`config.mk`:
```
export PLATFORM = sky130hd
export DESIGN_NAME = sawtooth_sweep_source
export DESIGN_NICKNAME = d
export VERILOG_FILES = /design/src/hdl/sws_pkg.sv /design/src/hdl/sws_div.sv /design/src/hdl/sawtooth_sweep_source.sv
export VERILOG_INCLUDE_DIRS = /design/src /design/src/hdl
export SDC_FILE = /design/constraint.sdc
export NUM_CORES = 1
export LEC_CHECK = 0
export BUFFER_PORTS_ARGS = -buffer_cell sky130_fd_sc_hd__buf_2
export CORE_MARGIN = 2
export CORE_UTILIZATION = 55
export DETAILED_ROUTE_END_ITERATION = 8
export GPL_ROUTABILITY_DRIVEN = 0
export PLACE_DENSITY = 0.81
export SLEW_MARGIN = 20
export SYNTH_ARGS = -nofsm -noshare
export SYNTH_HDL_FRONTEND = slang
export SYNTH_HIERARCHICAL = 1
export SYNTH_SLANG_ARGS = --single-unit
```
`constraint.sdc`:
```
create_clock -name i_clk -period 7.4 [get_ports i_clk]
set_clock_uncertainty 0.1 [all_clocks]
set_input_delay 0.37 -clock i_clk [delete_from_list [all_inputs] [get_ports i_clk]]
set_output_delay 0.37 -clock i_clk [all_outputs]
set_load 0.03 [all_outputs]
```
`src/hdl/assert_macros.svh`:
```
// Assertion helpers shared by the RTL files that check themselves.
// Every macro samples on the rising edge of i_clk and is quiet while
// i_rst_n is low.
`ifndef ASSERT_MACROS_SVH
`define ASSERT_MACROS_SVH

// The consequent must hold in the same cycle as the antecedent.
`define SWS_ASSERT_SAME(label, ante, cons) \
    label: assert property (@(posedge i_clk) disable iff (!i_rst_n) \
        (ante) |-> (cons)) else $error("same-cycle assertion failed");

// The consequent must hold in the cycle after the antecedent.
`define SWS_ASSERT_NEXT(label, ante, cons) \
    label: assert property (@(posedge i_clk) disable iff (!i_rst_n) \
        (ante) |=> (cons)) else $error("next-cycle assertion failed");

`endif

```
`src/hdl/sws_pkg.sv`:
```
`default_nettype none

package sws_pkg;

    // Width of the elapsed time that enters the divider.
    localparam int TIME_WIDTH = 32;
    // Fraction bits produced by the divider below the binary point.
    localparam int FRAC_BITS  = 16;
    localparam int PERIOD_W   = 32;
    localparam int VOLT_W     = 16;
    localparam int REPEAT_W   = 16;
    localparam int CFG_DATA_W = 32;
    localparam int QUO_W      = TIME_WIDTH + FRAC_BITS;
    localparam int DIV_CNT_W  = $clog2(QUO_W);

    // Half a volt in Q8.8, held one bit wider than a voltage for differences.
    localparam logic signed [VOLT_W:0] HALF_VOLT = (VOLT_W + 1)'(128);

    typedef enum logic [1:0] {
        CFG_START  = 2'd0,
        CFG_END    = 2'd1,
        CFG_PERIOD = 2'd2,
        CFG_REPEAT = 2'd3
    } t_cfg_idx;

    typedef enum logic [2:0] {
        ST_IDLE,
        ST_DIV,
        ST_MUL,
        ST_SUM,
        ST_OUT
    } t_state;

    typedef struct packed {
        logic busy;
        logic done;
    } t_div_sts;

endpackage

`default_nettype wire

```
`src/hdl/sws_div.sv`:
```
`default_nettype none

// Restoring divider, one quotient bit per cycle. The dividend is extended by
// FRAC_BITS zero bits, so the quotient carries the integer cycle number in
// its upper bits and the fraction of the cycle in its lower bits.
module sws_div
    import sws_pkg::*;
(
    input  wire logic                  i_clk,
    input  wire logic                  i_rst_n,
    input  wire logic                  i_start,
    input  wire logic [TIME_WIDTH-1:0] i_dividend,
    input  wire logic [PERIOD_W-1:0]   i_divisor,
    output t_div_sts                   o_sts,
    output logic      [QUO_W-1:0]      o_quotient
);

    logic [PERIOD_W-1:0]  r_rem;
    logic [QUO_W-1:0]     r_quo;
    logic [PERIOD_W-1:0]  r_div;
    logic [DIV_CNT_W-1:0] r_cnt;
    logic                 r_busy;
    logic                 r_done;

    logic [PERIOD_W:0]    rem_sh;
    logic [PERIOD_W:0]    rem_sub;
    logic                 take;

    // Shift the next dividend bit into the partial remainder and try the
    // subtraction; the remainder always stays below the divisor.
    always_comb begin
        rem_sh  = {r_rem, r_quo[QUO_W-1]};
        rem_sub = rem_sh - {1'b0, r_div};
        take    = (rem_sh >= {1'b0, r_div});
    end

    always_ff @(posedge i_clk) begin
        if (!i_rst_n) begin
            r_busy <= 1'b0;
            r_done <= 1'b0;
            r_cnt  <= '0;
        end else begin
            r_done <= 1'b0;
            if (i_start) begin
                r_busy <= 1'b1;
                r_cnt  <= '0;
            end else if (r_busy) begin
                r_cnt <= r_cnt + DIV_CNT_W'(1);
                if (r_cnt == DIV_CNT_W'(QUO_W - 1)) begin
                    r_busy <= 1'b0;
                    r_done <= 1'b1;
                end
            end
        end
    end

    always_ff @(posedge i_clk) begin
        if (i_start) begin
            r_rem <= '0;
            r_quo <= {i_dividend, {FRAC_BITS{1'b0}}};
            r_div <= i_divisor;
        end else if (r_busy) begin
            r_rem <= take ? rem_sub[PERIOD_W-1:0] : rem_sh[PERIOD_W-1:0];
            r_quo <= {r_quo[QUO_W-2:0], take};
        end
    end

    assign o_sts.busy = r_busy;
    assign o_sts.done = r_done;
    assign o_quotient = r_quo;

endmodule

`default_nettype wire

```
`src/hdl/sawtooth_sweep_source.sv`:
```
// Sawtooth sweep voltage source with a burst count.
//
// Input stream (i_s_*): each word is one command. A begin word (tuser = 0)
// emits the start voltage and loads the previous-value register with it.
// A step word (tuser = 1) carries an elapsed time in ticks in tdata; the
// block divides it by the period into a cycle number and a 16-bit fraction
// and emits start + (end - start) * fraction, or 0 V with the expired flag
// once a nonzero repeat count has been reached. The step flag marks a change
// of more than 0.5 V against the previous output.
// Output stream (o_m_*): one word per input word, in order.
// Path: a begin word goes straight to the output stage. A step word passes
// the shift-subtract divider (one quotient bit per cycle), the capture of
// the quotient, a multiply, an add and the output stage; an expired step
// word skips the multiply and the add. The input is not ready while a word
// is being worked on, so a new word is taken only once the last one has
// left the output stage. A finished word sits in the output register; the
// next input word may be accepted while it waits, and a stalled receiver
// only holds the block in its output stage. Reset restores the register
// defaults and clears the previous voltage to 0 V. The user must write the
// registers only between words; the block itself does not enforce this.
`default_nettype none

`include "assert_macros.svh"

module sawtooth_sweep_source
    import sws_pkg::*;
(
    input  wire logic                  i_clk,
    input  wire logic                  i_rst_n,
    // Input stream.
    input  wire logic                  i_s_tvalid,
    output logic                       o_s_tready,
    input  wire logic [31:0]           i_s_tdata,   // [31:0] elapsed_time
    input  wire logic                  i_s_tuser,   // [0] cmd
    // Output stream.
    output logic                       o_m_tvalid,
    input  wire logic                  i_m_tready,
    output logic [15:0]                o_m_tdata,   // [15:0] voltage
    output logic [1:0]                 o_m_tuser,   // [0] step_flag, [1] expired
    // Configuration write port.
    input  wire logic                  i_cfg_we,
    input  wire logic [1:0]            i_cfg_idx,
    input  wire logic [CFG_DATA_W-1:0] i_cfg_data
);

    // Configuration registers.
    logic signed [VOLT_W-1:0]   r_start;
    logic signed [VOLT_W-1:0]   r_end;
    logic        [PERIOD_W-1:0] r_period;
    logic        [REPEAT_W-1:0] r_repeat;

    always_ff @(posedge i_clk) begin
        if (!i_rst_n) begin
            r_start  <= VOLT_W'(0);
            r_end    <= VOLT_W'(1280);
            r_period <= PERIOD_W'(1000000);
            r_repeat <= REPEAT_W'(1);
        end else if (i_cfg_we) begin
            case (t_cfg_idx'(i_cfg_idx))
                CFG_START:  r_start  <= i_cfg_data[VOLT_W-1:0];
                CFG_END:    r_end    <= i_cfg_data[VOLT_W-1:0];
                CFG_PERIOD: r_period <= i_cfg_data[PERIOD_W-1:0];
                CFG_REPEAT: r_repeat <= i_cfg_data[REPEAT_W-1:0];
                default: ;
            endcase
        end
    end

    // Sequencer and datapath registers.
    t_state                      r_state, n_state;
    logic signed [VOLT_W:0]      r_diff;
    logic        [FRAC_BITS-1:0] r_frac;
    logic signed [VOLT_W+FRAC_BITS+1:0] r_prod;
    logic signed [VOLT_W-1:0]    r_v;
    logic                        r_exp;
    logic signed [VOLT_W-1:0]    r_prev;
    logic                        r_out_valid;
    logic        [VOLT_W-1:0]    r_out_volt;
    logic                        r_out_flag;
    logic                        r_out_exp;

    logic                  in_acc;
    logic                  div_start;
    logic [PERIOD_W-1:0]   period_eff;
    t_div_sts              div_sts;
    logic [QUO_W-1:0]      div_quo;
    logic [TIME_WIDTH-1:0] cycle_num;
    logic                  is_expired;
    logic signed [VOLT_W:0] dv;
    logic                  step_flag;
    logic                  out_free;

    // A zero period behaves as a period of one tick.
    assign period_eff = (r_period == '0) ? PERIOD_W'(1) : r_period;
    assign in_acc     = i_s_tvalid && o_s_tready;
    assign div_start  = in_acc && i_s_tuser;

    sws_div u_div (
        .i_clk      (i_clk),
        .i_rst_n    (i_rst_n),
        .i_start    (div_start),
        .i_dividend (i_s_tdata[TIME_WIDTH-1:0]),
        .i_divisor  (period_eff),
        .o_sts      (div_sts),
        .o_quotient (div_quo)
    );

    // The whole integer quotient is compared, so a huge cycle number still
    // counts as past the burst.
    assign cycle_num  = div_quo[QUO_W-1:FRAC_BITS];
    assign is_expired = (r_repeat != '0) &&
                        (cycle_num >= TIME_WIDTH'(r_repeat));

    assign dv        = {r_v[VOLT_W-1], r_v} - {r_prev[VOLT_W-1], r_prev};
    assign step_flag = (dv > HALF_VOLT) || (dv < -HALF_VOLT);
    assign out_free  = !r_out_valid || i_m_tready;

    always_ff @(posedge i_clk) begin
        if (!i_rst_n) begin
            r_state <= ST_IDLE;
        end else begin
            r_state <= n_state;
        end
    end

    always_comb begin
        n_state    = r_state;
        o_s_tready = 1'b0;
        case (r_state)
            ST_IDLE: begin
                o_s_tready = 1'b1;
                if (i_s_tvalid) begin
                    n_state = i_s_tuser ? ST_DIV : ST_OUT;
                end
            end
            ST_DIV: begin
                if (div_sts.done) begin
                    n_state = is_expired ? ST_OUT : ST_MUL;
                end
            end
            ST_MUL: n_state = ST_SUM;
            ST_SUM: n_state = ST_OUT;
            ST_OUT: begin
                if (out_free) begin
                    n_state = ST_IDLE;
                end
            end
            default: n_state = ST_IDLE;
        endcase
    end

    // Datapath: the product is floored by selecting the bits above the fraction
    // bits, which rounds toward minus infinity. The result
    // always lies between start and end, so the low bits of the sum suffice.
    // The quotient is only looked at once the divider reports it finished.
    always_ff @(posedge i_clk) begin
        case (r_state)
            ST_IDLE: begin
                r_diff <= {r_end[VOLT_W-1], r_end} - {r_start[VOLT_W-1], r_start};
                r_v    <= r_start;
                r_exp  <= 1'b0;
            end
            ST_DIV: begin
                if (div_sts.done) begin
                    r_frac <= div_quo[FRAC_BITS-1:0];
                    if (is_expired) begin
                        r_v   <= '0;
                        r_exp <= 1'b1;
                    end
                end
            end
            ST_MUL: r_prod <= r_diff * $signed({1'b0, r_frac});
            ST_SUM: r_v    <= r_start + r_prod[FRAC_BITS+VOLT_W-1:FRAC_BITS];
            default: ;
        endcase
    end

    // Output register and previous voltage. A begin word reports no step
    // and is never expired; both flags stay low on that path.
    logic r_is_step;

    always_ff @(posedge i_clk) begin
        if (in_acc) begin
            r_is_step <= i_s_tuser;
        end
    end

    always_ff @(posedge i_clk) begin
        if (!i_rst_n) begin
            r_out_valid <= 1'b0;
            r_prev      <= '0;
        end else begin
            if (r_state == ST_OUT && out_free) begin
                r_out_valid <= 1'b1;
                r_prev      <= r_v;
            end else if (r_out_valid && i_m_tready) begin
                r_out_valid <= 1'b0;
            end
        end
    end

    always_ff @(posedge i_clk) begin
        if (r_state == ST_OUT && out_free) begin
            r_out_volt <= r_v;
            r_out_flag <= r_is_step && step_flag;
            r_out_exp  <= r_exp;
        end
    end

    assign o_m_tvalid = r_out_valid;
    assign o_m_tdata  = r_out_volt;
    assign o_m_tuser  = {r_out_exp, r_out_flag};

    // Checks on the sequencer and the datapath.
    `SWS_ASSERT_NEXT(a_busy_after_accept, in_acc, !o_s_tready)
    `SWS_ASSERT_SAME(a_div_done_in_div, div_sts.done, r_state == ST_DIV)
    `SWS_ASSERT_SAME(a_expired_is_zero, o_m_tvalid && o_m_tuser[1], o_m_tdata == '0)
    `SWS_ASSERT_SAME(a_div_busy_in_div, div_sts.busy, r_state == ST_DIV)

endmodule

`default_nettype wire
```
==> results of run 1 <==
[per-stage QoR]
step / cells / setup slack (ns)
6_report: 3424 / 0.449
5_1_grt: 3423 / 0.0535
2_1_floorplan: 2731 / 1.01
4_1_cts: 3418 / 0.385
3_5_place_dp: 3304 / 0.395
3_3_place_gp: 3304 / 0.667
[repair_timing]
item,CTS,global route
endpoints found under the hold margin,70,0
hold buffers,56,0
setup buffers,0,2
setup endpoints to repair,0,2
[placed cells by master (no fill, tap or decap), types with 6 or more instances in the layout]
master and n:
o21bai_1 6, nand2_1 418, o211ai_1 6, nor2b_1 18, nor3b_1 6, buf_2 91
o22ai_1 15, nand4_1 18, a31oi_1 11, or2_2 6, fa_1 269, clkbuf_1 8
nor4_1 22, nor2_1 120, a21o_1 20, clkbuf_16 34, a21oi_1 143, o21ai_0 54
and2_1 143, o21a_1 12, dlygate4sd3_1 56, edfxtp_1 149, dfxtp_1 155, clkbuf_8 7
xnor2_1 48, nor3_1 30, ha_1 176, nand3_1 32, xor2_1 40, and3_1 12
a211oi_1 36, o21ai_1 26, nand2b_1 18, inv_1 429, mux2i_1 28, or3_1 7
buf_4 23, a22o_1 32
[routing by layer]
metal,vias to the layer above,global-route usage [%]
li1,8987,-
met3,216,4.30
met5,-,0
met2,862,46.7
met4,2,11.4
met1,9598,35.1
[final timing paths]
path                                    start                    to  depth (start not counted)
worst max-delay path                r_frac[5]            r_prod[31]                         21
worst min register to register          r_exp             r_out_exp                          0
worst min-delay path            i_s_tdata[18]  u_div/o_quotient[34]                          2
worst max register to register      r_frac[5]            r_prod[31]                         21
[state kept, by name, summed over array words and instances (netlist names), 3 cells and up]
name / flops
o_m_tdata: 16
r_diff: 17
r_end: 16
r_frac: 16
r_period: 32
r_prev: 16
r_prod: 16
r_repeat: 16
r_start: 16
r_state: 3
r_v: 16
u_div/o_quotient: 48
u_div/r_cnt: 6
u_div/r_div: 32
u_div/r_rem: 32
[cell type report]
type / count / area, µm²
diodes: 4 / 10.0
clock buffers: 49 / 977
clock inverters: 9 / 61.3
fillers: 3631 / 17700
inverters: 431 / 1620
multi-input cells: 1856 / 15500
flip-flops and latches: 305 / 7600
well taps: 600 / 751
repair buffers: 170 / 1190
==> reports/results.txt, run 1 <==
Status -> finished, final reports clean
Critical path's top delay family -> adder cells
IO Port Bufs -> 91
Worst setup SP type -> flop
Clock latency on the worst-skew pair -> 0.59 ns
Share of post-route cells with drive strength above 1 -> 7.09%
DR pass1 iterations -> 6
Critical path class -> flop to flop
# resized after CTS -> 0
Routed WL -> 63600 µm
Setup TNS -> 0 ns
Crit path max fanout -> 17
Worst Hold Class -> input pin to flop
Worst setup EP type -> flop
Fin. max-slew vios -> 0
Root Buffer Master -> clkbuf_16
Period utilization -> 93.9%
Routed len/inst -> 18.6 µm
CTS tree -> built
Core Util, Final -> 61.1%
Synth warnings -> 6
Synthesized area -> 0.0253 mm²
Mapped Avg Cell Area -> 9.25 µm²
Worst Path Required -> 7.65 ns
Initial Util -> 55.7%
F_max -> 144 MHz
Wire length on met3 -> 4860 µm
Final setup viols -> 0
Post-Layout Inst Area -> 0.0277 mm²
Via count -> 19665
Worst hold slack -> 0.0221 ns
# rows -> 78
Crit path buf inv count -> 4
Layout area overhead -> 9.73%
Syn_nets -> 3248
DRC -> 0
Tightest Pin Transition -> 1.11 ns
Vias in the first global route -> 20587
Clock buffer count from CTS -> 31
# clock sinks -> 305
Crit path arrival time -> 7.20 ns
Metal-1 WL -> 24800 µm
R2r setup slk -> 0.45 ns
Syn Inst Count -> 2731
RSZ-0062 raised after global routing -> false
ANT nets after route -> 0
Hpwl dp -> 47500 µm
Core area -> 0.0454 mm²
CP max-delay cell -> edfxtp_1
Congestion Overflow GR -> 0
Chip height -> 218 µm
Die area -> 0.0477 mm²
Clk buf depth -> 3
Min Tclk post-route -> 6.95 ns
Wire length on met2 -> 31000 µm
Final Hold Viols -> 0
Initial antenna violation count -> 5
Avg Vias per Cell -> 5.74
Post-DP Area -> 0.0261 mm²
Most used cell, CP -> fa_1
Crit-path cells -> and2_1, fa_1, inv_1, fa_1, inv_1, fa_1, fa_1, fa_1, inv_1, fa_1, inv_1, ha_1, a21oi_2, o21ai_1, a2111oi_2, nor3_1, a221oi_2, o21ai_2, nor4_2, nor3_1, xnor2_1
Max_cap viols -> 0
Crit-path max cell delay -> 0.65 ns
Largest net degree at the start of global routing -> 90
H-Tree Depth -> 1
Die X -> 218 µm
Final net count -> 3312
First-pass GRT wire length -> 105000 µm
GRT Overall Usage -> 27.5%
Max_slew headroom -> 25.1%
IO Count -> 92
Worst-path clk slew -> 0.07 ns
Top layer in use -> met5
Iteration-0 DRC Markers -> 1970
Power of run 1 is left out: the tool's default activity adds up to more than one toggle a clock period on the data nets, which glitch-free logic cannot reach.
==> run 2, diff against run 1 <==
- ABC_AREA: not set -> 1
- ABC_CLOCK_PERIOD_IN_PS: not set -> 7400
==> reports/results.txt, run 2 <==
Status -> finished, final reports clean
FF-to-FF Start -> r_frac[2]
Share of post-route cells with drive strength above 1 -> 6.01% (-1.1 points)
Hpwl dp -> 51500 µm (+8.4%)
Max_slew headroom -> 28.4% (+3.3 points)
Final net count -> 4051 (+22%)
Worst Path Required -> 7.60 ns (-0.05 ns)
Final Hold Viols -> 0 (unchanged)
Worst setup SP type -> flop
Crit path launch -> r_frac[2]
Fill cells -> 4295 (+18%)
Min Tclk post-route -> 6.42 ns (-0.527 ns)
Initial antenna violation count -> 0 (-5)
CTS tree -> built
Crit-path max cell delay -> 0.76 ns (+0.11 ns)
Tightest Pin Transition -> 1.07 ns (-0.0406 ns)
Most used cell, CP -> fa_1
Largest net degree at the start of global routing -> 100 (+11%)
Initial Util -> 55.7% (+0.089 points)
Antenna diode instance count -> 0 (-4)
Commonest cells after routing, fill and taps aside -> nand2_1 (860), inv_1 (834), fa_1 (269)
RSZ-0062 raised after global routing -> false
Core area -> 0.0491 mm² (+8.1%)
Crit path depth -> 16 (-24%)
Root Buffer Master -> clkbuf_16
Routed len/inst -> 15.9 µm (-14%)
Setup TNS -> 0 ns (unchanged)
IO Count -> 92 (unchanged)
Clock latency on the worst-skew pair -> 0.56 ns (-0.03 ns)
Worst setup EP type -> flop
Chip height -> 227 µm (+4.0%)
Syn Inst Count -> 3524 (+29%)
Layout area overhead -> 7.76%
Die area -> 0.0515 mm² (+8.1%)
Fin. max-slew vios -> 0 (unchanged)
F_max -> 156 MHz (+8.2%)
IO Port Bufs -> 91 (unchanged)
DR pass1 iterations -> 9 (+3)
R2r setup slk -> 0.98 ns (+0.53 ns)
Clk buf depth -> 3 (unchanged)
Max_cap viols -> 0 (unchanged)
Hold Path Depth -> 3 (+1)
Vias in the first global route -> 22258 (+8.1%)
Via count -> 22397 (+14%)
Die X -> 227 µm (+4.0%)
Crit-path cells -> nand2_1, fa_1, fa_1, inv_1, fa_1, fa_1, fa_1, inv_1, fa_1, inv_1, ha_1, a21oi_1, o21ai_0, a221oi_1, nand2_1, xor2_1
Worst-path clk slew -> 0.06 ns (about the same)
H-Tree Depth -> 2 (+1)
Most common cell after layout, fill and taps aside -> nand2_1
# rows -> 81 (+3.8%)
Crit path max fanout -> 17 (unchanged)
Congestion Overflow GR -> 0 (unchanged)
Routed WL -> 67100 µm (+5.6%)
CP max-delay cell -> fa_1
Critical path's top delay family -> adder cells
Period utilization -> 86.8% (-7.1 points)
Number of flip-flops in the largest register -> 48 (unchanged)
Reg2Reg Depth -> 16 (-24%)
Worst Hold Class -> input pin to flop
Syn_nets -> 4041 (+24%)
Crit path to -> r_prod[30]
Final setup viols -> 0 (unchanged)
Synth warnings -> 6 (unchanged)
Iteration-0 DRC Markers -> 1820 (-7.6%)
Mapped Avg Cell Area -> 7.76 µm² (-16%)
GRT Overall Usage -> 26.8% (-0.68 points)
Crit path arrival time -> 6.62 ns (-0.58 ns)
Critical path class -> flop to flop
Synthesized area -> 0.0273 mm² (+8.3%)
DRC -> 0 (unchanged)
RR Endpoint -> r_prod[30]
ANT nets after route -> 0 (unchanged)
# clock sinks -> 305 (unchanged)
Crit path buf inv count -> 3 (-1)
First-pass GRT wire length -> 110000 µm (+4.9%)
Clock buffer count from CTS -> 34 (+9.7%)
Avg Vias per Cell -> 5.30 (-7.7%)
==> run 2: layout make-up <==
cell class / instances / area [µm²] / area share, %
tap: 664 / 831 / 2.82
multi-input combinational: 2229 / 16000 / 54.3
clock buffer: 47 / 961 / 3.26
clock inverter: 15 / 185 / 0.628
sequential: 305 / 7600 / 25.8
inverter: 842 / 3160 / 10.7
timing repair buffer: 122 / 731 / 2.48
==> run 2: stage by stage <==
| stage | worst slack [ns] | hold WS (ns) | instances | cell area, µm² | utilization, % |
|---|---|---|---|---|---|
| final | 0.975 | 0.0233 | 4224 | 29500 | 60.1 |
| after global routing | 0.612 | 0.0125 | 4224 | 29500 | 60.1 |
| after CTS | 1.03 | 0.00318 | 4224 | 29500 | 60.1 |
| after detailed placement | 1.02 | 0.316 | 4145 | 28100 | 57.4 |
| after global placement | 1.14 | 0.312 | 4145 | 28100 | 57.4 |
| after floorplan | 1.36 | 0.300 | 3524 | 27300 | - |
==> run 2: routing by layer <==
layer	vias up	GRT usage (%)	part of all wire (%)
li1	10763	-	-
met1	10500	35.3	42
met2	934	44.4	46
met3	200	4.13	7.7
met4	0	11.3	4.6
met5	-	0	0
==> run 2: what timing repair did <==
action,4_1_cts,5_1_grt
resized for setup,0,0
hold endpoints to repair,17,0
hold buffers,17,0
setup buffers,0,0
==> run 2: tightest hold or removal path, stage by stage <==
cell     delay [ns]
buf_2          0.08
nand2_1        0.04
o21ai_0        0.06
==> run 2: worst min path at each step <==
stage | end | from
finish | u_div/o_quotient[16] | i_s_tdata[0]
global route | u_div/o_quotient[44] | i_s_tdata[28]
CTS | u_div/o_quotient[29] | i_s_tdata[13]
detailed placement | r_frac[1] | u_div/o_quotient[1]
global placement | r_frac[14] | u_div/o_quotient[14]
floorplan | r_out_exp | r_exp
Power of run 2 is left out for the same reason.
